$ cat src/hdl/csv_pkg.sv
// ----------------------------------------------------------------------------
// csv_pkg
// Shared types and constants for the cluster stream validator.
// ----------------------------------------------------------------------------
package csv_pkg;

  localparam logic [31:0] MAGIC_NATIVE  = 32'h12345678;
  localparam logic [31:0] MAGIC_SWAPPED = 32'h78563412;
  localparam logic [31:0] LVDS_HDR_MASK = 32'hf0000000;
  localparam logic [31:0] LVDS_HDR_TAG  = 32'h80000000;
  localparam logic [27:0] LVDS_LEN_MASK = 28'h0fffffff;
  localparam logic [31:0] SUBEV_LVDS    = 32'd1;
  localparam logic [31:0] SUBEV_TS      = 32'd100;

  localparam int unsigned NUM_CFG = 7;
  localparam logic [2:0] CFG_LEVEL   = 3'd0;
  localparam logic [2:0] CFG_EVENTS  = 3'd1;
  localparam logic [2:0] CFG_VED     = 3'd2;
  localparam logic [2:0] CFG_TEXT    = 3'd3;
  localparam logic [2:0] CFG_FILE    = 3'd4;
  localparam logic [2:0] CFG_ASYNC2  = 3'd5;
  localparam logic [2:0] CFG_NO_MORE = 3'd6;

  typedef enum logic [3:0] {
    ST_OK = 4'd0, ST_END = 4'd1, ST_MAGIC = 4'd2, ST_LENGTH = 4'd3,
    ST_TRUNC = 4'd4, ST_SHORT = 4'd5, ST_TYPE = 4'd6, ST_OPTIONS = 4'd7,
    ST_EVHEAD = 4'd8, ST_EVENT = 4'd9, ST_SUBEV = 4'd10, ST_LVDS = 4'd11,
    ST_TSSIZE = 4'd12, ST_EVLEFT = 4'd13, ST_CLLEFT = 4'd14
  } status_t;

  typedef enum logic [20:0] {
    PH_LEN       = 21'h000001, PH_MAGIC  = 21'h000002, PH_TYPE  = 21'h000004,
    PH_OSIZE     = 21'h000008, PH_OFLAGS = 21'h000010, PH_OSKIP = 21'h000020,
    PH_REST      = 21'h000040, PH_EH0    = 21'h000080, PH_EH1   = 21'h000100,
    PH_EH2       = 21'h000200, PH_EH3    = 21'h000400, PH_E0    = 21'h000800,
    PH_E1        = 21'h001000, PH_E2     = 21'h002000, PH_E3    = 21'h004000,
    PH_SID       = 21'h008000, PH_SSIZE_LVD = 21'h010000,
    PH_SSIZE_TS  = 21'h020000, PH_TS     = 21'h040000, PH_LHEAD = 21'h080000,
    PH_LBODY     = 21'h100000
  } phase_t;

  typedef struct packed {
    logic [1:0]  level;
    logic [31:0] type_events;
    logic [31:0] type_ved_info;
    logic [31:0] type_text;
    logic [31:0] type_file;
    logic [31:0] type_async2;
    logic [31:0] type_no_more;
  } cfg_t;

  typedef struct packed {
    logic [3:0]  status;
    logic [31:0] record_number;
    logic [31:0] record_words;
    logic        swapped;
    logic [31:0] event_count;
    logic [31:0] total_words;
  } result_t;

  function automatic logic [31:0] bswap32(input logic [31:0] v);
    return {v[7:0], v[15:8], v[23:16], v[31:24]};
  endfunction

endpackage

$ cat src/hdl/csv_cfg_regs.sv
// ----------------------------------------------------------------------------
// csv_cfg_regs
// Configuration register file, write only.
// ----------------------------------------------------------------------------
module csv_cfg_regs
  import csv_pkg::*;
(
  input  logic        clk,
  input  logic        rst,
  input  logic        cfg_we,
  input  logic [2:0]  cfg_index,
  input  logic [31:0] cfg_data,
  output cfg_t        cfg
);

  always_ff @(posedge clk) begin
    if (rst) begin
      cfg.level         <= 2'd2;
      cfg.type_events   <= 32'd0;
      cfg.type_ved_info <= 32'd1;
      cfg.type_text     <= 32'd2;
      cfg.type_file     <= 32'd3;
      cfg.type_async2   <= 32'd4;
      cfg.type_no_more  <= 32'd5;
    end else if (cfg_we) begin
      case (cfg_index)
        CFG_LEVEL:   cfg.level         <= cfg_data[1:0];
        CFG_EVENTS:  cfg.type_events   <= cfg_data;
        CFG_VED:     cfg.type_ved_info <= cfg_data;
        CFG_TEXT:    cfg.type_text     <= cfg_data;
        CFG_FILE:    cfg.type_file     <= cfg_data;
        CFG_ASYNC2:  cfg.type_async2   <= cfg_data;
        CFG_NO_MORE: cfg.type_no_more  <= cfg_data;
        default: ;
      endcase
    end
  end

endmodule

$ cat src/hdl/csv_walker.sv
// ----------------------------------------------------------------------------
// csv_walker
// Record parser: one word per cycle, all checks in one combinational pass.
// ----------------------------------------------------------------------------
module csv_walker
  import csv_pkg::*;
(
  input  logic        clk,
  input  logic        rst,
  input  cfg_t        cfg,
  input  logic        in_fire,
  input  logic        in_op,
  input  logic [31:0] in_word,
  output logic        res_valid,
  output result_t     res
);

  phase_t      phase, phase_next;
  logic        halted, halted_next;
  logic        swap_flag, swap_flag_next;
  logic        is_events, is_events_next;
  logic [31:0] first_word, first_word_next;
  logic [31:0] record_left, record_left_next;
  logic [31:0] options_left, options_left_next;
  logic [31:0] events_left, events_left_next;
  logic [31:0] event_left, event_left_next;
  logic [31:0] subevents_left, subevents_left_next;
  logic [31:0] subevent_left, subevent_left_next;
  logic [27:0] lvds_left, lvds_left_next;
  logic [31:0] record_count, record_count_next;
  logic [31:0] word_count, word_count_next;
  logic [31:0] events_in_record, events_in_record_next;

  always_comb begin
    logic        emit, with_rec, fail_f, ok_f;
    logic [3:0]  st;
    logic [31:0] w, r, rl, size, ol, sl, n32;
    logic [27:0] n;
    // follow-on actions
    logic do_opts, do_sub, adv_event, do_lvd;
    phase_t      ph_at_put;

    phase_next = phase; halted_next = halted; swap_flag_next = swap_flag;
    is_events_next = is_events; first_word_next = first_word;
    record_left_next = record_left; options_left_next = options_left;
    events_left_next = events_left; event_left_next = event_left;
    subevents_left_next = subevents_left; subevent_left_next = subevent_left;
    lvds_left_next = lvds_left; record_count_next = record_count;
    word_count_next = word_count; events_in_record_next = events_in_record;
    emit = 1'b0; with_rec = 1'b1; fail_f = 1'b0; ok_f = 1'b0; st = ST_OK;
    do_opts = 1'b0; do_sub = 1'b0; adv_event = 1'b0; do_lvd = 1'b0;
    w = swap_flag ? bswap32(in_word) : in_word;
    r = record_left; rl = r - 32'd1; size = 32'd0; ol = 32'd0; sl = 32'd0;
    n = in_word[27:0]; n32 = 32'd0;
    ph_at_put = phase;

    if (in_fire && !halted) begin
      if (in_op) begin
        emit = 1'b1; halted_next = 1'b1;
        if (cfg.level == 2'd0) begin
          st = ST_END; with_rec = 1'b0;
        end else if (phase == PH_LEN) begin
          st = ST_END;
        end else begin
          st = ST_TRUNC;
        end
      end else begin
        if (word_count != 32'hffffffff) word_count_next = word_count + 32'd1;
        if (cfg.level != 2'd0) begin
          case (phase)
            PH_LEN: begin
              first_word_next = in_word;
              record_count_next = record_count + 32'd1;
              swap_flag_next = 1'b0;
              events_in_record_next = 32'd0;
              phase_next = PH_MAGIC;
            end
            PH_MAGIC: begin
              if (in_word == MAGIC_NATIVE || in_word == MAGIC_SWAPPED) begin
                swap_flag_next = (in_word == MAGIC_SWAPPED);
                size = (in_word == MAGIC_SWAPPED) ? bswap32(first_word) : first_word;
                phase_next = PH_REST;
                ph_at_put = PH_REST;
                if (size == 32'd0 || size == 32'hffffffff) begin
                  fail_f = 1'b1; st = ST_LENGTH;
                end else begin
                  record_left_next = size - 32'd1;
                  if (cfg.level == 2'd1) begin
                    if (size == 32'd1) ok_f = 1'b1;
                  end else if (size < 32'd2) begin
                    fail_f = 1'b1; st = ST_SHORT;
                  end else begin
                    phase_next = PH_TYPE;
                  end
                end
              end else begin
                fail_f = 1'b1; st = ST_MAGIC;
              end
            end
            default: begin
              record_left_next = rl;
              case (phase)
                PH_REST: if (rl == 32'd0) ok_f = 1'b1;
                PH_TYPE: begin
                  if (w == cfg.type_events || w == cfg.type_ved_info ||
                      w == cfg.type_text || w == cfg.type_file ||
                      w == cfg.type_async2 || w == cfg.type_no_more) begin
                    is_events_next = (w == cfg.type_events);
                    if (rl == 32'd0) begin
                      fail_f = 1'b1; st = ST_OPTIONS;
                    end else phase_next = PH_OSIZE;
                  end else begin
                    fail_f = 1'b1; st = ST_TYPE;
                  end
                end
                PH_OSIZE: begin
                  if (w > rl) begin
                    fail_f = 1'b1; st = ST_OPTIONS;
                  end else if (w == 32'd0) do_opts = 1'b1;
                  else begin
                    options_left_next = w; phase_next = PH_OFLAGS;
                  end
                end
                PH_OFLAGS: begin
                  ol = options_left - 32'd1;
                  options_left_next = ol;
                  if ((w[0] && ol < 32'd2) || (w[31:2] != 30'd0) || w[1]) begin
                    fail_f = 1'b1; st = ST_OPTIONS;
                  end else if (ol == 32'd0) do_opts = 1'b1;
                  else phase_next = PH_OSKIP;
                end
                PH_OSKIP: begin
                  ol = options_left - 32'd1;
                  options_left_next = ol;
                  if (ol == 32'd0) do_opts = 1'b1;
                end
                PH_EH0: if (w != 32'd0) begin
                  fail_f = 1'b1; st = ST_EVHEAD;
                end else phase_next = PH_EH1;
                PH_EH2: if (w != 32'd0) begin
                  fail_f = 1'b1; st = ST_EVHEAD;
                end else phase_next = PH_EH3;
                PH_EH1: phase_next = PH_EH2;
                PH_EH3: begin
                  events_left_next = w; adv_event = 1'b1;
                end
                PH_E0: begin
                  if ({1'b0, w} + 33'd1 > {1'b0, r}) begin
                    fail_f = 1'b1; st = ST_EVENT;
                  end else begin
                    event_left_next = w - 32'd3; phase_next = PH_E1;
                  end
                end
                PH_E1: phase_next = PH_E2;
                PH_E2: phase_next = PH_E3;
                PH_E3: begin
                  subevents_left_next = w; do_sub = 1'b1;
                end
                PH_SID: begin
                  event_left_next = event_left - 32'd1;
                  if (w == SUBEV_LVDS) phase_next = PH_SSIZE_LVD;
                  else if (w == SUBEV_TS) phase_next = PH_SSIZE_TS;
                  else begin
                    fail_f = 1'b1; st = ST_SUBEV;
                  end
                end
                PH_SSIZE_LVD, PH_SSIZE_TS: begin
                  event_left_next = event_left - 32'd1;
                  if (w > rl) begin
                    fail_f = 1'b1; st = ST_SUBEV;
                  end else begin
                    subevent_left_next = w;
                    if (phase == PH_SSIZE_TS) begin
                      if (w != 32'd2) begin
                        fail_f = 1'b1; st = ST_TSSIZE;
                      end else phase_next = PH_TS;
                    end else if (w == 32'd0) do_sub = 1'b1;
                    else phase_next = PH_LHEAD;
                  end
                end
                PH_TS: begin
                  event_left_next = event_left - 32'd1;
                  sl = subevent_left - 32'd1;
                  subevent_left_next = sl;
                  if (sl == 32'd0) do_sub = 1'b1;
                end
                PH_LHEAD: begin
                  event_left_next = event_left - 32'd1;
                  n = w[27:0] & LVDS_LEN_MASK;
                  n32 = {6'd0, n[27:2]};
                  if ((w & LVDS_HDR_MASK) != LVDS_HDR_TAG || n[1:0] != 2'd0 ||
                      n32 == 32'd0 || n32 > subevent_left) begin
                    fail_f = 1'b1; st = ST_LVDS;
                  end else begin
                    subevent_left_next = subevent_left - n32;
                    lvds_left_next = n32[27:0] - 28'd1;
                    if (n32 != 32'd1) phase_next = PH_LBODY;
                    else do_lvd = 1'b1;
                  end
                end
                PH_LBODY: begin
                  event_left_next = event_left - 32'd1;
                  lvds_left_next = lvds_left - 28'd1;
                  if (lvds_left == 28'd1) do_lvd = 1'b1;
                end
                default: phase_next = PH_REST;
              endcase
            end
          endcase

          // chained completions
          if (do_lvd) begin
            if (subevent_left_next == 32'd0) do_sub = 1'b1;
            else phase_next = PH_LHEAD;
          end
          if (do_sub) begin
            if (subevents_left_next == 32'd0) begin
              if (event_left_next != 32'd0) begin
                fail_f = 1'b1; st = ST_EVLEFT;
              end else adv_event = 1'b1;
            end else begin
              subevents_left_next = subevents_left_next - 32'd1;
              if (rl < 32'd2) begin
                fail_f = 1'b1; st = ST_SUBEV;
              end else phase_next = PH_SID;
            end
          end
          if (adv_event) begin
            if (events_left_next == 32'd0) begin
              if (rl != 32'd0) begin
                fail_f = 1'b1; st = ST_CLLEFT;
              end else ok_f = 1'b1;
            end else begin
              events_left_next = events_left_next - 32'd1;
              if (rl < 32'd4) begin
                fail_f = 1'b1; st = ST_EVENT;
              end else begin
                events_in_record_next = events_in_record + 32'd1;
                phase_next = PH_E0;
              end
            end
          end
          if (do_opts) begin
            if (is_events_next) begin
              if (rl < 32'd4) begin
                fail_f = 1'b1; st = ST_EVHEAD;
              end else phase_next = PH_EH0;
            end else if (rl == 32'd0) ok_f = 1'b1;
            else phase_next = PH_REST;
          end

          if (fail_f) begin
            emit = 1'b1; halted_next = 1'b1;
          end else if (ok_f) begin
            emit = 1'b1; st = ST_OK; phase_next = PH_LEN;
          end
        end
      end
    end

    res_valid = emit;
    res.status = st;
    res.record_number = record_count_next;
    res.total_words = word_count_next;
    if (with_rec && ph_at_put != PH_LEN && ph_at_put != PH_MAGIC) begin
      res.record_words = (swap_flag_next ? bswap32(first_word_next)
                                         : first_word_next) + 32'd1;
      res.swapped = swap_flag_next;
      res.event_count = events_in_record_next;
    end else begin
      res.record_words = 32'd0;
      res.swapped = 1'b0;
      res.event_count = 32'd0;
    end
  end

  always_ff @(posedge clk) begin
    if (rst) begin
      phase <= PH_LEN; halted <= 1'b0; swap_flag <= 1'b0; is_events <= 1'b0;
      first_word <= '0; record_left <= '0; options_left <= '0;
      events_left <= '0; event_left <= '0; subevents_left <= '0;
      subevent_left <= '0; lvds_left <= '0; record_count <= '0;
      word_count <= '0; events_in_record <= '0;
    end else begin
      phase <= phase_next; halted <= halted_next; swap_flag <= swap_flag_next;
      is_events <= is_events_next;
      first_word <= first_word_next; record_left <= record_left_next;
      options_left <= options_left_next; events_left <= events_left_next;
      event_left <= event_left_next; subevents_left <= subevents_left_next;
      subevent_left <= subevent_left_next; lvds_left <= lvds_left_next;
      record_count <= record_count_next; word_count <= word_count_next;
      events_in_record <= events_in_record_next;
    end
  end

endmodule

$ cat src/hdl/csv_out_buf.sv
// ----------------------------------------------------------------------------
// csv_out_buf
// Two-entry output skid buffer for result transactions.
// ----------------------------------------------------------------------------
module csv_out_buf
  import csv_pkg::*;
(
  input  logic    clk,
  input  logic    rst,
  input  logic    wr,
  input  result_t wr_data,
  output logic    space,
  output logic    valid,
  input  logic    ready,
  output result_t data
);

  result_t mem [2];
  logic    wp, rp;
  logic [1:0] cnt;

  assign valid = (cnt != 2'd0);
  // full only blocks when the head is not leaving this cycle
  assign space = (cnt != 2'd2) || ready;
  assign data  = mem[rp];

  always_ff @(posedge clk) begin
    if (wr) mem[wp] <= wr_data;
  end

  always_ff @(posedge clk) begin
    if (rst) begin
      wp <= 1'b0; rp <= 1'b0; cnt <= 2'd0;
    end else begin
      if (wr) wp <= ~wp;
      if (valid && ready) rp <= ~rp;
      cnt <= cnt + {1'b0, wr} - {1'b0, valid && ready};
    end
  end

endmodule

$ cat src/hdl/cluster_stream_validator_top.sv
// ----------------------------------------------------------------------------
// cluster_stream_validator_top
// Validates a stream of cluster record words, one word per transaction.
// ----------------------------------------------------------------------------
// A result is formed combinationally and held in the result buffer.
// Throughput: one word per cycle while in_ready is high; one-pass update.
// in_ready drops only while the two-entry result buffer could overflow.
// Reset (rst, synchronous): parser back to length-word phase, counters and
// result buffer cleared, registers at their defaults.
module cluster_stream_validator_top
  import csv_pkg::*;
(
  input  logic        clk,
  input  logic        rst,
  // configuration
  input  logic        cfg_we,
  input  logic [2:0]  cfg_index,
  input  logic [31:0] cfg_data,
  // word stream in
  input  logic        in_valid,
  output logic        in_ready,
  input  logic        op,
  input  logic [31:0] word,
  // result stream out
  output logic        out_valid,
  input  logic        out_ready,
  output logic [3:0]  status,
  output logic [31:0] record_number,
  output logic [31:0] record_words,
  output logic        swapped,
  output logic [31:0] event_count,
  output logic [31:0] total_words
);

  cfg_t    cfg;
  result_t res, out_res;
  logic    res_valid, in_fire, space;

  csv_cfg_regs u_cfg (
    .clk, .rst, .cfg_we, .cfg_index, .cfg_data, .cfg
  );

  // accept a word whenever a result produced by it would still fit
  assign in_ready = space;
  assign in_fire  = in_valid && in_ready;

  csv_walker u_walk (
    .clk, .rst, .cfg, .in_fire, .in_op(op), .in_word(word),
    .res_valid, .res
  );

  // results leave via a small FIFO so a stall on the output never loses one
  csv_out_buf u_buf (
    .clk, .rst, .wr(res_valid), .wr_data(res), .space,
    .valid(out_valid), .ready(out_ready), .data(out_res)
  );

  assign status        = out_res.status;
  assign record_number = out_res.record_number;
  assign record_words  = out_res.record_words;
  assign swapped       = out_res.swapped;
  assign event_count   = out_res.event_count;
  assign total_words   = out_res.total_words;

endmodule

$ cat config.mk
export PLATFORM = sky130hd
export DESIGN_NAME = cluster_stream_validator_top
export DESIGN_NICKNAME = d
export VERILOG_FILES = /design/src/hdl/csv_pkg.sv /design/src/hdl/csv_cfg_regs.sv /design/src/hdl/csv_walker.sv /design/src/hdl/csv_out_buf.sv /design/src/hdl/cluster_stream_validator_top.sv
export SDC_FILE = /design/constraint.sdc
export NUM_CORES = 2
export LEC_CHECK = 0
export ABC_AREA = 1
export BUFFER_PORTS_ARGS = -buffer_cell sky130_fd_sc_hd__clkbuf_2
export CAP_MARGIN = 10
export CORE_ASPECT_RATIO = 1.2
export CORE_MARGIN = 2
export CORE_UTILIZATION = 40
export CTS_CLUSTER_DIAMETER = 50
export DETAILED_ROUTE_END_ITERATION = 16
export PLACE_DENSITY_LB_ADDON = 0.12
export SLEW_MARGIN = 15
export SYNTH_ARGS = -nofsm -noshare
export SYNTH_HDL_FRONTEND = slang
export SYNTH_SLANG_ARGS = --single-unit
$ cat constraint.sdc
create_clock -name clk -period 36.8 [get_ports clk]
set_clock_uncertainty 0.15 [all_clocks]
set_input_delay 3.68 -clock clk [delete_from_list [all_inputs] [get_ports clk]]
set_output_delay 3.68 -clock clk [all_outputs]
set_load 0.03 [all_outputs]
==> impl_metrics.json <==
{
  "critPathKind": "input port to flop",
  "place_inst": 9846,
  "hold_start": "u_buf.rp",
  "yosys_most_used_dff": "dfxtp_1",
  "grt_pass1_vias": 53005,
  "grt_max_degree": 235,
  "nets": 8333,
  "gp_congestion": 1.010,
  "max-slew-margin-rel_pct": 19.81,
  "status": "finished, final reports clean",
  "post_cts_buffers": 0,
  "p_sw_share_pct": 37.02,
  "fmax_mhz": 76.13,
  "r2r_cells": 50,
  "final_hold_viol_count": 0,
  "worstReg2RegStart": "u_walk.swap_flag",
  "dr_total_vias": 55223,
  "fill_cells": 14596,
  "synth_seq_cells": 837,
  "stdcell_count": 10070,
  "synth_fp_nets": 8248,
  "drv_cap": 0,
  "die-area_um2": 142300,
  "mappedNetlistArea_um2": 55710,
  "vias_per_cell": 5.484,
  "grt_overflow": 0,
  "cell_internal_pwr_uw": 1980,
  "yosysSeqAreaShare_pct": 34.86,
  "ir_drop_uv": 42.70,
  "power.density_nw_per_um2": 50.27,
  "die_y_um": 412.8,
  "dieWidth_um": 344.7,
  "synth_compound_area_share_pct": 12.68,
  "start_kind": "input port",
  "synthSimpleGateAreaFrac_pct": 29.90,
  "cts_sinks": 837,
  "holdCritPathClass": "flop to flop",
  "drcViolationCount": 0,
  "dpl.hpwl_um": 161100,
  "ff_latch_area_um2": 19420,
  "synth_cell_types": 74,
  "seq_power_share_pct": 33.2,
  "pwr-share-clk_pct": 38.0,
  "crit_fanout": 72,
  "cp-startpoint": "word[24]",
  "cts_root_buf": "clkbuf_16",
  "setup_viol": 0,
  "layout_commonest_cell": "nand2_1",
  "synth_xor_area_share_pct": 7.012,
  "rows": 150,
  "synthAdderAreaFrac_pct": 2.686,
  "clkTransAtPathRegs_ns": 0.06,
  "tightest_slew_ns": 1.193,
  "tns_ns": 0,
  "critPathCaptureType": "flop",
  "cts_hold_buf": 0,
  "rsz0062_at_grt": "false",
  "syn-mean-instance-area_um2": 6.915,
  "io_pins": 208,
  "antenna_left": 0,
  "drive_gt1_share_pct": 9.966,
  "cts_tree": "yes",
  "drt_pass1_iterations": 6,
  "cp.required_ns": 37.02,
  "antenna_found_initial": 11,
  "htree_levels": 3,
  "p_sw_uw": 1164,
  "cpMaxStageDelayCell": "buf_4",
  "synth_top_family_by_area": "simple AND/OR/NAND/NOR gates",
  "rr_endpoint": "u_buf.mem[0][75]",
  "drt_wl_total_um": 222500,
  "clk_latency_ns": 0.78,
  "synth-edff-count": 266,
  "cpMostUsedCell": "nand2_1",
  "wl_per_cell_um": 22.10,
  "drv_slew": 0,
  "p_leak_uw": 0.02809,
  "critPathMaxStageDelay_ns": 0.75,
  "critPathArrivalTime_ns": 13.36,
  "r2r_slack_ns": 25.73,
  "mostFrequentLayoutCells": "nand2_1, nor2_1, inv_1",
  "yosysWarnings": 0,
  "numCtsBuffers": 117,
  "start_util_pct": 40.16,
  "fin_crit_sh_pct": 35.69,
  "synth.area.mux_share_pct": 2.868,
  "ys_async_sr_fraction_pct": 0,
  "worstHoldPathCells": 1,
  "fin_crit_ns": 13.14,
  "io_buffers": 207,
  "multi_input_area_um2": 30840,
  "cts-resized-gates": 0,
  "coreArea_um2": 138700,
  "cts_max_path_buffers": 3,
  "syn_inst": 8056,
  "drtIter0Drc": 4818,
  "syn2layout_area_growth_pct": 12.28,
  "grtUsageTotal_pct": 30.62,
  "grt_pass1_wl_um": 331000,
  "pwr-share-comb_pct": 28.8
}
## worst max-delay path, delay by kind of cell
kind            cells  cell delay [ns]
simple gates       36             5.93
xor+xnor            1             0.15
buf+inv            11             2.60
compound gates      1             0.38
fa+ha+maj           1             0.37
## sequential cells by signal (all words and copies together), names as in the netlist, 32 cells and up, named ones only
| signal | flops |
|---|---|
| u_walk.record_left | 32 |
| u_walk.events_in_record | 32 |
| u_walk.subevents_left | 32 |
| u_walk.subevent_left | 32 |
| u_walk.word_count | 32 |
| u_walk.events_left | 32 |
| u_cfg.cfg | 194 |
| u_walk.first_word | 32 |
| u_buf.mem | 266 |
| u_walk.event_left | 32 |
| u_walk.options_left | 32 |
| u_walk.record_count | 32 |
## cells in the mapped netlist, types with 7 or more instances
cell | instances | area, um^2
nand3b_1 | 24 | 180.2
clkbuf_1 | 231 | 867.1
a21oi_1 | 365 | 1827
mux2i_1 | 10 | 100.1
xnor2_1 | 118 | 1033
buf_4 | 8 | 60.06
nand4_1 | 240 | 1501
nor2_4 | 7 | 78.83
dfxtp_1 | 571 | 11430
nand2_2 | 28 | 175.2
o22ai_2 | 8 | 100.1
nor2_2 | 19 | 118.9
clkinv_1 | 12 | 45.04
nor3_1 | 201 | 1006
and2_1 | 58 | 362.9
or2_2 | 45 | 281.5
edfxtp_1 | 266 | 7988
o21bai_1 | 7 | 52.55
a211oi_1 | 27 | 202.7
nand2_4 | 7 | 78.83
o22ai_1 | 13 | 81.33
o31ai_1 | 8 | 60.06
ha_1 | 118 | 1476
xor2_1 | 328 | 2873
nand3_1 | 430 | 2152
o21ai_1 | 33 | 165.2
nor4_1 | 111 | 694.4
o211ai_1 | 68 | 510.5
buf_2 | 37 | 185.2
o21ai_0 | 660 | 3303
nor3_2 | 10 | 100.1
buf_6 | 10 | 112.6
buf_1 | 36 | 135.1
nand2_1 | 1314 | 4932
mux2_2 | 133 | 1498
o21a_1 | 13 | 97.59
inv_1 | 1068 | 4009
nor2_1 | 1264 | 4745
a31oi_1 | 34 | 212.7
inv_2 | 35 | 131.4
## power groups by stage
stage / combinational (uW) / sequential, uW / clock (uW)
finish: 905 / 1050 / 1190
CTS: 896 / 1040 / 1220
global route: 991 / 1050 / 1250
detailed placement: 891 / 1060 / 0
floorplan: 629 / 1050 / 0
global placement: 891 / 1060 / 0
## metal layers
metal  routed length [um]  up-vias  GRT usage [%]
met5                   54        -              0
met4                14470        8          18.40
met3                13000      543          4.084
met2               104900     1891          51.89
met1                90070    26110          36.79
li1                     -    26671              -
## worst max path at each step
stage	end
floorplan	u_buf.mem[0][0]
global placement	u_buf.mem[0][75]
detailed placement	u_buf.mem[0][73]
CTS	u_buf.mem[0][75]
global route	u_buf.mem[0][73]
finish	u_buf.mem[0][75]
## cell type report
| type | instances | share of cell area, % |
|---|---|---|
| Timing Repair Buffer | 289 | 2.675 |
| Multi-Input combinational cell | 5780 | 49.31 |
| Sequential cell | 837 | 31.06 |
| Antenna cell | 8 | 0.03201 |
| Clock inverter | 73 | 1.570 |
| Tap cell | 1824 | 3.649 |
| Clock buffer | 143 | 4.981 |
| Inverter | 1116 | 6.726 |
## logic make-up (layout without fill, tap and decap cells)
group / count (synthesis) / count (layout)
multiplexers: 143 / 143
flip-flops: 837 / 837
buffers and inverters: 1439 / 1621
other: 0 / 8
AO/OA/AOI/OAI: 1285 / 1285
AND/OR/NAND/NOR: 3787 / 3787
XOR/XNOR: 446 / 446
adder cells (fa/ha/maj): 119 / 119
## through the flow
step           power [uW]  hold slack (ns)  setup slack, ns  utilization, %  area (um^2)
2_1_floorplan        1675           0.2723            21.18               -        55710
3_3_place_gp         1955           0.2691            23.04           42.13        58430
3_5_place_dp         1955           0.2798            22.92           42.13        58430
4_1_cts              3156           0.2875            23.70           45.08        62530
5_1_grt              3293           0.3193            22.64           45.08        62530
6_report             3144           0.2854            23.66           45.10        62550
(Power assumes the default switching activity.)
